[config.mk]
export PLATFORM = sky130hd
export DESIGN_NAME = v3n_sqrt_stage
export DESIGN_NICKNAME = d
export VERILOG_FILES = /design/src/sv/v3n_sqrt_stage.sv
export SDC_FILE = /design/constraint.sdc
export NUM_CORES = 1
export LEC_CHECK = 0
export ABC_CLOCK_PERIOD_IN_PS = 8590
export BUFFER_PORTS_ARGS = -buffer_cell sky130_fd_sc_hd__buf_2
export CORE_UTILIZATION = 56
export DETAILED_ROUTE_END_ITERATION = 8
export GPL_TIMING_DRIVEN = 1
export PLACE_DENSITY_LB_ADDON = 0.2
export SLEW_MARGIN = 20
export SYNTH_ARGS = -nofsm -noshare
export SYNTH_HDL_FRONTEND = slang
export SYNTH_SLANG_ARGS = --single-unit
export TNS_END_PERCENT = 5
[constraint.sdc]
create_clock -name clk -period 8.59 [get_ports clk]
set_clock_uncertainty 0.15 [all_clocks]
set_input_delay 0.4295 -clock clk [delete_from_list [all_inputs] [get_ports clk]]
set_output_delay 0.4295 -clock clk [all_outputs]
set_load 0.02 [all_outputs]
[src/sv/v3n_sqrt_stage.sv]
`default_nettype none
// ----------------------------------------------------------------------------
// v3n_sqrt_stage
// One digit step of the restoring square root, one register stage.
// ----------------------------------------------------------------------------
module v3n_sqrt_stage #(
  parameter int unsigned SW = 34,
  parameter int unsigned STEP = 0
) (
  input  wire logic          clk,
  input  wire logic          rst,
  input  wire logic          en,
  input  wire logic          vin,
  input  wire logic [SW-1:0] rem_in,
  input  wire logic [SW-1:0] res_in,
  output logic               vout,
  output logic [SW-1:0]      rem,
  output logic [SW-1:0]      res
);
  localparam int unsigned POS = SW - 2 - 2 * STEP;
  logic [SW-1:0] bitv;
  logic [SW-1:0] trial;
  logic [SW-1:0] rem_next;
  logic [SW-1:0] res_next;

  // Try one root digit
  always_comb begin
    bitv  = '0;
    bitv[POS] = 1'b1;
    trial = res_in + bitv;
    if (rem_in >= trial) begin
      rem_next = rem_in - trial;
      res_next = (res_in >> 1) + bitv;
    end else begin
      rem_next = rem_in;
      res_next = res_in >> 1;
    end
  end

  // Advance on enable
  always_ff @(posedge clk) begin
    if (rst) begin
      vout <= 1'b0;
    end else if (en) begin
      vout <= vin;
    end
    if (en) begin
      rem <= rem_next;
      res <= res_next;
    end
  end
endmodule
`default_nettype wire

==> metrics.txt <==
Commonest cells post-synth 68 x edfxtp_1, 41 x inv_1, 34 x ha_1, 24 x mux2_4, 23 x a21oi_1; Max FO, Critical Path 20; asr flop ratio synth 0%; post-synthesis sequential area ratio 44.62%; Layout Nets 650; P_sw 333.3 uW; Clk pin slew, worst setup/hold paths 0.08 ns; number of cells upsized or downsized after cts 0; H-Tree Depth 3; Synth Flop Type edfxtp_1; clock latency on the worst-skew pair 0.34 ns; Crit. End Element flip-flop; sequential share of power 40.2%; crit path time final 4.152 ns; Slew HR 40.00%; dpl hpwl 7896 um; Distinct cells, synth 57; Final Slew Violations 0; Yosys Warn Count 0; Multi-input gate area 2303 um^2; Remaining DRCs 0; worst path required time 8.54 ns; pwr/cell area 190.8 nW/um^2; # IOs 141; setup_tns 0 ns; Hold Path Stages 2; crit path DAT 4.10 ns; largest cells by area after synthesis edfxtp_1 44%, ha_1 9.2%, mux2_4 7.8%; Num Clock Sinks 69; Final WS setup 4.438 ns; CTS Buffer Depth 2; Setup CP Type input pin to flip-flop; wire per inst 15.93 um; drt initial violations 135; most used routing layer met2; Core ar. 7848 um^2; TritonCTS clock tree done; PortBufs 140; via count 3,664; Reg2Reg Depth 2; Global Route met2 Usage 41.91%; largest net degree at the start of global routing 70; internal cell power 730.3 uW; final WL 10,350 um; first-pass GRT wire length 16,570 um; Sw Share 31.34%; die area 8618 um^2; status finished, final reports clean; initial core utilization 58.88%; Tightest Pin Transition 0.9000 ns; Pleak 2.646 nW; Die H 92.84 um; Mean Syn Cell Area 11.44 um^2; Yosys reg bits 69; post-route antenna net violation count 0; largest area contributor in the netlist edfxtp_1; most common cell in the synthesized netlist edfxtp_1; Max-Cap Viols 0; RSZ-0062 raised after global routing no; power share of the clock group 27.6%; clock buffer count from CTS 9; TritonRoute pass-1 iters 4; GR Layer Usage met3 3.695%; period utilization 48.33%; area grow syn2layout 20.63%; global placement routability congestion 0.8328; initial antenna violation count 0; post-synthesis cell count 404; diodes inserted 0; met1 Use GR 31.37%; Core Rows 32; die width 92.84 um; GRT overflow 0; f_max 240.9 MHz; post-cts hold buffer count 0; Post-CTS Setup Bufs 0; Via density 5.637; Peak VDD IR 0.0001022 V; Final Hold Fails 0; clk root buf clkbuf_8; share of cells above drive strength 1 35.04%; Post-synth EDFFs 68; syn nets 511; Comb pwr share 32.2%; final setup fails 0; gr usage total 24.57%; Reg area 2062 um^2; Setup WS pre-CTS 4.103 ns; Fillers 608; Hold Crit Class input pin to flip-flop; Synth top area share 44.19%; critical path launch point type input pin; cell area after synthesis 4621 um^2; number of global-route vias before repair 3,576
## power by group through the flow
stage / Combinational (mW) / Sequential, mW / Clock [mW]
floorplan: 0.196 / 0.487 / 0
global placement: 0.333 / 0.435 / 0
detailed placement: 0.341 / 0.435 / 0
CTS: 0.342 / 0.428 / 0.299
global route: 0.369 / 0.432 / 0.308
finish: 0.342 / 0.428 / 0.294
## kinds of logic (layout without fill, tap and decap cells)
| group | Yosys count | after routing | share of synthesized area [%] |
|---|---|---|---|
| xor+xnor | 30 | 30 | 5.686 |
| compound gates | 107 | 107 | 16.57 |
| fa+ha+maj | 35 | 35 | 9.640 |
| buf+inv | 54 | 198 | 5.524 |
| flops | 69 | 69 | 44.63 |
| simple gates | 75 | 75 | 7.826 |
| mux | 34 | 34 | 10.13 |
## cell type report
cell class | count | share of cell area (%)
Multi-Input combinational cell | 281 | 41.32
Sequential cell | 69 | 36.99
Timing Repair Buffer | 141 | 12.75
Inverter | 41 | 2.761
Clock buffer | 10 | 2.290
Tap cell | 102 | 2.290
Clock inverter | 6 | 1.594
## path summary, 6_finish.rpt
check | start | end | slack [ns]
worst max register to register | vout$_SDFFE_PP0P_ | vout$_SDFFE_PP0P_ | 7.86
worst min-delay path | rst | vout$_SDFFE_PP0P_ | 0.08
worst min register to register | vout$_SDFFE_PP0P_ | vout$_SDFFE_PP0P_ | 0.34
worst max-delay path | rem_in[0] | rem[27]$_DFFE_PP_ | 4.44
## layer usage
| layer | wire (um) | vias up | share of wire [%] |
|---|---|---|---|
| met5 | 0 | - | 0 |
| met4 | 164 | 0 | 1.6 |
| met3 | 516 | 13 | 5.0 |
| met2 | 5070 | 109 | 49 |
| met1 | 4601 | 1750 | 44 |
| li1 | - | 1792 | - |
## sequential cells by signal (all words and copies together) (netlist names)
register	cells
res	34
rem	34
vout	1
## cells in the final DEF, fill, tap and decap left out, drive strengths merged, types with 17 or more instances in the layout
| master | instances |
|---|---|
| buf | 141 |
| edfxtp | 68 |
| inv | 41 |
| ha | 34 |
| mux2 | 30 |
| a21oi | 25 |
| a21o | 22 |
| nor2 | 20 |
| xnor2 | 17 |
| nand2 | 17 |
## worst max-delay path: stages
cell	delay [ns]
buf_2	0.09
inv_1	0.07
ha_1	0.18
inv_1	0.06
fa_1	0.41
a21o_1	0.22
a221oi_2	0.40
o21ba_1	0.20
o31ai_1	0.13
a31o_1	0.25
a21o_1	0.23
a21oi_4	0.57
buf_4	0.49
mux2_4	0.34
## metrics by stage
stage / hold WS [ns] / instance area (um^2) / instances / power, mW / util (%)
global route: 0.07797 / 5574 / 650 / 1.109 / 71.03
floorplan: 0.3519 / 4621 / 404 / 0.6837 / -
detailed placement: 0.3251 / 5358 / 634 / 0.7757 / 68.27
CTS: 0.06797 / 5574 / 650 / 1.069 / 71.03
finish: 0.07764 / 5574 / 650 / 1.064 / 71.03
global placement: 0.3222 / 5358 / 634 / 0.7680 / 68.27
No activity file was read; power rests on OpenSTA's default activity.
