==> config.mk <==
export PLATFORM = sky130hd
export DESIGN_NAME = v3n_div_stage
export DESIGN_NICKNAME = d
export VERILOG_FILES = /design/src/sv/v3n_div_stage.sv
export SDC_FILE = /design/constraint.sdc
export NUM_CORES = 1
export LEC_CHECK = 0
export BUFFER_PORTS_ARGS = -buffer_cell sky130_fd_sc_hd__buf_2
export CORE_MARGIN = 1.5
export CORE_UTILIZATION = 37
export DETAILED_ROUTE_END_ITERATION = 16
export PLACE_DENSITY = 0.69
export REMOVE_ABC_BUFFERS = 1
export SYNTH_ARGS = -nofsm -noshare
export SYNTH_HDL_FRONTEND = slang
export SYNTH_SLANG_ARGS = --single-unit
==> constraint.sdc <==
create_clock -name clk -period 3.45 [get_ports clk]
set_input_delay 0.1725 -clock clk [delete_from_list [all_inputs] [get_ports clk]]
set_output_delay 0.1725 -clock clk [all_outputs]
set_load 0.05 [all_outputs]
==> src/sv/v3n_div_stage.sv <==
`default_nettype none
// ----------------------------------------------------------------------------
// v3n_div_stage
// One quotient bit for three restoring dividers sharing a divisor.
// ----------------------------------------------------------------------------
module v3n_div_stage #(
  parameter int unsigned NW = 31,
  parameter int unsigned DW = 17
) (
  input  wire logic              clk,
  input  wire logic              rst,
  input  wire logic              en,
  input  wire logic              vin,
  input  wire logic [DW-1:0]     den,
  input  wire logic [2:0][DW:0]  prem,
  input  wire logic [2:0][NW-1:0] num,
  output logic                   vout,
  output logic [DW-1:0]          den_o,
  output logic [2:0][DW:0]       prem_o,
  output logic [2:0][NW-1:0]     num_o
);
  logic [2:0][DW:0]   sh;
  logic [2:0][DW:0]   rem_next;
  logic [2:0][NW-1:0] num_next;

  // Shift in next numerator bit, subtract if it fits
  always_comb begin
    for (int i = 0; i < 3; i++) begin
      sh[i] = {prem[i][DW-1:0], num[i][NW-1]};
      num_next[i] = {num[i][NW-2:0], 1'b0};
      if (sh[i] >= {1'b0, den}) begin
        rem_next[i] = sh[i] - {1'b0, den};
        num_next[i][0] = 1'b1;
      end else begin
        rem_next[i] = sh[i];
      end
    end
  end

  always_ff @(posedge clk) begin
    if (rst) begin
      vout <= 1'b0;
    end else if (en) begin
      vout <= vin;
    end
    if (en) begin
      den_o  <= den;
      prem_o <= rem_next;
      num_o  <= num_next;
    end
  end
endmodule
`default_nettype wire

==> results of run 1 <==
-- metrics by stage --
step / instance area (sq um) / util / cells / worst slack, ps
final: 11900 / 0.546 / 1375 / 251
after floorplan: 8140 / - / 619 / 184
after CTS: 11900 / 0.546 / 1374 / 273
after global placement: 10200 / 0.469 / 1234 / 395
after detailed placement: 10200 / 0.469 / 1234 / 344
after global routing: 11900 / 0.546 / 1375 / 94.2
-- worst reg2reg max path, stage by stage (launching register included) --
cell and delay, ps:
dfxtp_1 310, mux2i_1 120, nor2_1 60, dlygate4sd3_1 550
-- cell usage after synthesis (all sizes together), types with 4 or more instances --
cell / number
nand2b: 6
nand3: 8
a211oi: 7
clkbuf: 8
o21ai: 46
xor2: 13
nor2: 40
edfxtp: 164
xnor2: 26
o21a: 5
nor3: 11
nand4: 5
inv: 34
mux2: 26
nor2b: 4
nand2: 46
buf: 5
ha: 51
a21o: 17
and3: 5
a21oi: 50
-- per-layer routing --
| layer | wire (um) | up-vias | global-route usage |
|---|---|---|---|
| met5 | 0 | - | 0 |
| met4 | 819 | 0 | 0.0777 |
| met3 | 1610 | 50 | 0.0585 |
| met2 | 13600 | 290 | 0.404 |
| met1 | 9780 | 3299 | 0.244 |
| li1 | - | 3305 | - |
-- state kept, by name, summed over array words and instances (netlist names) --
| name | count |
|---|---|
| den_o | 17 |
| num_o | 93 |
| prem_o | 54 |
| vout | 1 |
-- final cells by class --
class / instances / area (sq um) / area share
Antenna cell: 1 / 2.50 / 0.000211
Timing Repair Buffer: 443 / 2790 / 0.235
Clock buffer: 17 / 425 / 0.0358
Inverter: 34 / 128 / 0.0107
Clock inverter: 15 / 158 / 0.0133
Multi-Input combinational cell: 420 / 3070 / 0.259
Tap cell: 280 / 350 / 0.0295
Sequential cell: 165 / 4940 / 0.416
-- what timing repair did --
| item | in CTS | in global routing |
|---|---|---|
| hold buffers | 108 | 0 |
| setup endpoints to repair | 0 | 0 |
| resized for setup | 0 | 0 |
| hold endpoints to repair | 107 | 0 |
-- cell families after synthesis --
family	share of synthesized area
xor+xnor	0.0416
simple gates	0.0775
flops	0.603
fa+ha+maj	0.0851
buf+inv	0.0232
mux	0.0422
compound gates	0.128
-- worst max-delay path by stage --
stage / start / end / slack, ps / depth (start not counted)
2_1_floorplan: num[30] / prem_o[13]$_DFFE_PP_ / 180 / 11
3_3_place_gp: den[0] / prem_o[45]$_DFFE_PP_ / 390 / 11
3_5_place_dp: den[0] / prem_o[45]$_DFFE_PP_ / 340 / 11
4_1_cts: den[1] / prem_o[35]$_DFFE_PP_ / 270 / 12
5_1_grt: den[1] / prem_o[35]$_DFFE_PP_ / 90 / 12
6_report: den[1] / prem_o[35]$_DFFE_PP_ / 250 / 12
-- power by group through the flow --
stage	clock, mW	sequential [mW]	combinational (mW)
6_report	1.89	2.52	1.95
2_1_floorplan	0	3.32	0.568
3_5_place_dp	0	2.56	1.84
3_3_place_gp	0	2.56	1.82
5_1_grt	2.02	2.54	2.06
4_1_cts	1.93	2.52	1.95
==> flow_metrics.env, run 1 <==
export IMPL_status="finished clean"
export IMPL_hold_path_endpoint="den_o[0]$_DFFE_PP_"
export IMPL_whs_ps=32.2
export IMPL_drt_pre_antenna_iters=4
export IMPL_synthArstFlopShare=0
export IMPL_finalCritPeriodShare=0.927
export IMPL_antenna_found_initial=3
export IMPL_cts_tree="built"
export IMPL_wire_per_inst_um=18.7
export IMPL_h_tree_depth=4
export IMPL_crit_path_start_kind="input pin"
export IMPL_hold_viol_final=0
export IMPL_start_util=0.377
export IMPL_power_density_nw_per_um2=536
export IMPL_grt_usage=0.220
export IMPL_cpPeakStageDelay_ps=610
export IMPL_fmax_ghz=0.313
export IMPL_rrSetupSlack_ps=2300
export IMPL_fp_dieH_um=152
export IMPL_clkSlewWorstSetupHoldPaths_ps=80
export IMPL_clock_path_buffers=2
export IMPL_yosysWarnings=0
export IMPL_p_sw_mw=2.31
export IMPL_grt_max_degree=73
export IMPL_peakVddDrop_mv=0.374
export IMPL_yosysSeqAreaShare=0.603
export IMPL_path_buf_inv=4
export IMPL_crit_chain="dlygate4sd3_1 > buf_2 > inv_1 > fa_1 > a21o_1 > a221oi_1 > buf_4 > nor3_1 > and4bb_2 > a22oi_4 > o311ai_0 > xnor2_1"
export IMPL_place_congestion=0.836
export IMPL_wirelength_mm=25.8
export IMPL_io_buffers=329
export IMPL_crit_family="compound AO/OA/AOI/OAI gates"
export IMPL_synth_distinct_cells=63
export IMPL_worstReg2RegStart="vout$_SDFFE_PP0P_"
export IMPL_postCtsSetupRepairBufs=0
export IMPL_rsz0062_at_grt="no"
export IMPL_max_slew_margin_rel=0.489
export IMPL_synthToLayoutAreaGrowth_pct=44.7
export IMPL_root_buffer="clkbuf_16"
export IMPL_r2r_end="vout$_SDFFE_PP0P_"
export IMPL_swShare=0.364
export IMPL_first_iter_violations=453
export IMPL_fin_skew_ps=0
export IMPL_io_pins=333
export IMPL_path_class="in2reg"
export IMPL_min_period_ps=3200
export IMPL_p_seq_frac=0.396
export IMPL_cts_buffers=17
export IMPL_synth_edff_count=164
export IMPL_num_rows=54
export IMPL_coreArea_sq_um=21800
export IMPL_die_x_um=152
export IMPL_ff2ff_path_depth=3
export IMPL_finalSetupViolations=0
export IMPL_critical_path_required_ps=3610
export IMPL_syn_area_per_cell_sq_um=13.0
export IMPL_synth_ff_type="edfxtp_1"
export IMPL_drc=0
export IMPL_synthTopCellsByArea="edfxtp_1 60%, ha_1 7.8%, a21oi_1 3.1%, xnor2_1 2.8%, o21ai_0 2.7%"
export IMPL_worst_pin_slew_ps=767
export IMPL_yosys_area_top_type="edfxtp_1"
export IMPL_clock_power_share=0.298
export IMPL_grt_pass1_vias=7009
export IMPL_vias=6944
export IMPL_fill_cells=1857
export IMPL_cp_arrival_ps=3360
export IMPL_synthesis_instances=632
export IMPL_layout_commonest_cell="buf_2"
export IMPL_layout_common_cells="328 x buf_2, 164 x edfxtp_1, 108 x dlygate4sd3_1"
export IMPL_netlist_area_leader_share=0.600
export IMPL_end_kind="flop"
export IMPL_hold_class="in2reg"
export IMPL_clock_sinks=165
export IMPL_slowest_stage="a22oi_4"
export IMPL_drv_slew=0
export IMPL_dp_final_hpwl_mm=18.4
export IMPL_power_total_mw=6.36
export IMPL_hold_start="den[0]"
export IMPL_final_nets=1303
export IMPL_grt_pass1_wl_mm=39.3
export IMPL_cap_violations=0
export IMPL_critPathMaxFanout=25
export IMPL_p_int_mw=4.05
export IMPL_static_leakage_power_nw=5.18
export IMPL_dieArea_sq_um=23100
export IMPL_grt_overflow=0
export IMPL_detail_route_antenna_nets=0
export IMPL_whs_path_depth=1
export IMPL_netlist_area_sq_um=8200
export IMPL_layout_drive_gt1_share=0.368
export IMPL_ys_ff_latch=165
export IMPL_vias_per_cell=5.05
export IMPL_share_comb_of_total_power=0.306
export IMPL_tns_ps=0
export IMPL_clk_insertion_delay_late_ps=420
No activity file was read; power rests on OpenSTA's default activity.
==> run 2: changes to the inputs <==
Settings changed: CORE_UTILIZATION 37 to 40, PLACE_DENSITY 0.69 to 0.73.
==> run 2 against run 1 <==
Compared with the run above: flip-flop and latch count did not move; utilization rose by 4.3 points; clock power barely moved; largest power group unchanged; sequential power barely moved; first-iteration DRC count fell by 19%; wire length barely moved; sequential share of layout area barely moved; clock-buffer cell count did not move; via count did not move; hold slack got worse by 6.7 ps; combinational power barely moved; clock skew did not move.
==> flow_metrics.env, run 2 (synthesized netlist as in run 1, its figures left out) <==
export IMPL_status="finished clean"
export IMPL_root_buffer="clkbuf_16"
export IMPL_multi_input_area_sq_um=3070
export IMPL_clock_power_share=0.295
export IMPL_tns_ps=0
export IMPL_postLayoutCellArea_sq_um=11900
export IMPL_share_comb_of_total_power=0.308
export IMPL_cts_tree="built"
export IMPL_whs_ps=25.5
export IMPL_swShare=0.362
export IMPL_path_class="in2reg"
export IMPL_synthToLayoutAreaGrowth_pct=44.7
export IMPL_io_buffers=329
export IMPL_end_kind="flop"
export IMPL_clkSlewWorstSetupHoldPaths_ps=70
export IMPL_p_seq_frac=0.397
export IMPL_finalSetupViolations=0
export IMPL_layout_common_cells="328 x buf_2, 164 x edfxtp_1, 108 x dlygate4sd3_1"
export IMPL_grt_overflow=0
export IMPL_finalCritPeriodShare=0.917
export IMPL_clock_sinks=165
export IMPL_crit_family="compound AO/OA/AOI/OAI gates"
export IMPL_critical_path_required_ps=3610
export IMPL_drv_slew=0
export IMPL_min_period_ps=3160
export IMPL_cpPeakStageDelay_ps=590
export IMPL_power_density_nw_per_um2=535
export IMPL_cts_buffers=17
export IMPL_path_buf_inv=4
export IMPL_p_int_mw=4.05
export IMPL_cap_violations=0
export IMPL_clock_path_buffers=2
export IMPL_placement_cell_area_sq_um=10200
export IMPL_place_congestion=0.881
export IMPL_hold_viol_final=0
export IMPL_hold_class="in2reg"
export IMPL_layout_commonest_cell="buf_2"
export IMPL_grt_pass1_wl_mm=38.8
export IMPL_grt_pass1_vias=6992
export IMPL_h_tree_depth=4
export IMPL_detail_route_antenna_nets=0
export IMPL_crit_path_start_kind="input pin"
export IMPL_coreArea_sq_um=20200
export IMPL_max_slew_margin_rel=0.459
export IMPL_fin_skew_ps=0
export IMPL_peakVddDrop_mv=0.309
export IMPL_grt_usage=0.239
export IMPL_layout_setup_ws_ps=288
export IMPL_slowest_stage="a22oi_4"
export IMPL_static_leakage_power_nw=5.19
export IMPL_worst_pin_slew_ps=811
export IMPL_fp_dieH_um=146
export IMPL_vias=6944
export IMPL_largest_reg_flops=93
export IMPL_wirelength_mm=25.8
export IMPL_drt_pre_antenna_iters=7
export IMPL_clk_insertion_delay_late_ps=420
export IMPL_crit_chain="dlygate4sd3_1 > buf_2 > inv_1 > fa_1 > a21o_1 > a221oi_1 > buf_4 > nor3_1 > and4bb_2 > a22oi_4 > o311ai_0 > xnor2_1"
export IMPL_grt_max_degree=90
export IMPL_fill_cells=1627
export IMPL_critPathMaxFanout=25
export IMPL_rsz0062_at_grt="no"
export IMPL_p_sw_mw=2.30
export IMPL_io_pins=333
export IMPL_wire_per_inst_um=18.9
export IMPL_dp_final_hpwl_mm=18.5
export IMPL_post_place_ws_ps=389
export IMPL_drc=0
export IMPL_antenna_found_initial=2
export IMPL_postCtsSetupRepairBufs=0
export IMPL_layout_drive_gt1_share=0.369
export IMPL_dieArea_sq_um=21400
export IMPL_fmax_ghz=0.316
export IMPL_regMostFlops="num_o"
export IMPL_cp_arrival_ps=3320
export IMPL_vias_per_cell=5.08
export IMPL_first_iter_violations=365
export IMPL_start_util=0.407
export IMPL_cts_resized=0
export IMPL_seqCellArea_sq_um=4940
export IMPL_num_rows=52
export IMPL_die_x_um=146
export IMPL_largest_registers="num_o (93), prem_o (54), den_o (17)"
export IMPL_final_nets=1304
[run 2: metal layers]
metal / share of wire / GRT usage / vias up
met2: 0.51 / 0.441 / 294
met5: 0 / 0 / -
met3: 0.065 / 0.0588 / 46
met4: 0.037 / 0.0924 / 0
met1: 0.38 / 0.264 / 3303
li1: - / - / 3301
[run 2: power groups by stage]
stage	Sequential [mW]	Combinational (mW)	Clock [mW]
2_1_floorplan	3.32	0.568	0
3_3_place_gp	2.55	1.82	0
3_5_place_dp	2.56	1.84	0
4_1_cts	2.52	1.95	1.92
5_1_grt	2.54	2.06	2.01
6_report	2.52	1.95	1.88
[run 2: worst paths after layout]
path                          start              endpoint  slack, ps  cells past startpoint
hold / removal               den[0]    den_o[0]$_DFFE_PP_         30                      1
setup reg to reg  vout$_SDFFE_PP0P_     vout$_SDFFE_PP0P_       2300                      3
setup / recovery             den[1]  prem_o[35]$_DFFE_PP_        290                     12
hold reg to reg   vout$_SDFFE_PP0P_     vout$_SDFFE_PP0P_       1060                      3
[run 2: through the flow]
| stage | instances | util | power, mW |
|---|---|---|---|
| 2_1_floorplan | 619 | - | 3.89 |
| 3_3_place_gp | 1225 | 0.506 | 4.37 |
| 3_5_place_dp | 1225 | 0.506 | 4.40 |
| 4_1_cts | 1365 | 0.588 | 6.39 |
| 5_1_grt | 1365 | 0.588 | 6.61 |
| 6_report | 1366 | 0.589 | 6.35 |
[run 2: repair_timing]
item	4_1_cts	5_1_grt
setup endpoints to repair	0	0
hold buffers	108	0
endpoints found under the hold margin	107	0
[run 2: cell type report]
| type | count | area share |
|---|---|---|
| diodes | 1 | 0.000211 |
| clock buffers | 17 | 0.0358 |
| clock inverters | 15 | 0.0135 |
| inverters | 34 | 0.0108 |
| multi-input cells | 420 | 0.259 |
| flip-flops and latches | 165 | 0.417 |
| well taps | 270 | 0.0285 |
| repair buffers | 444 | 0.236 |
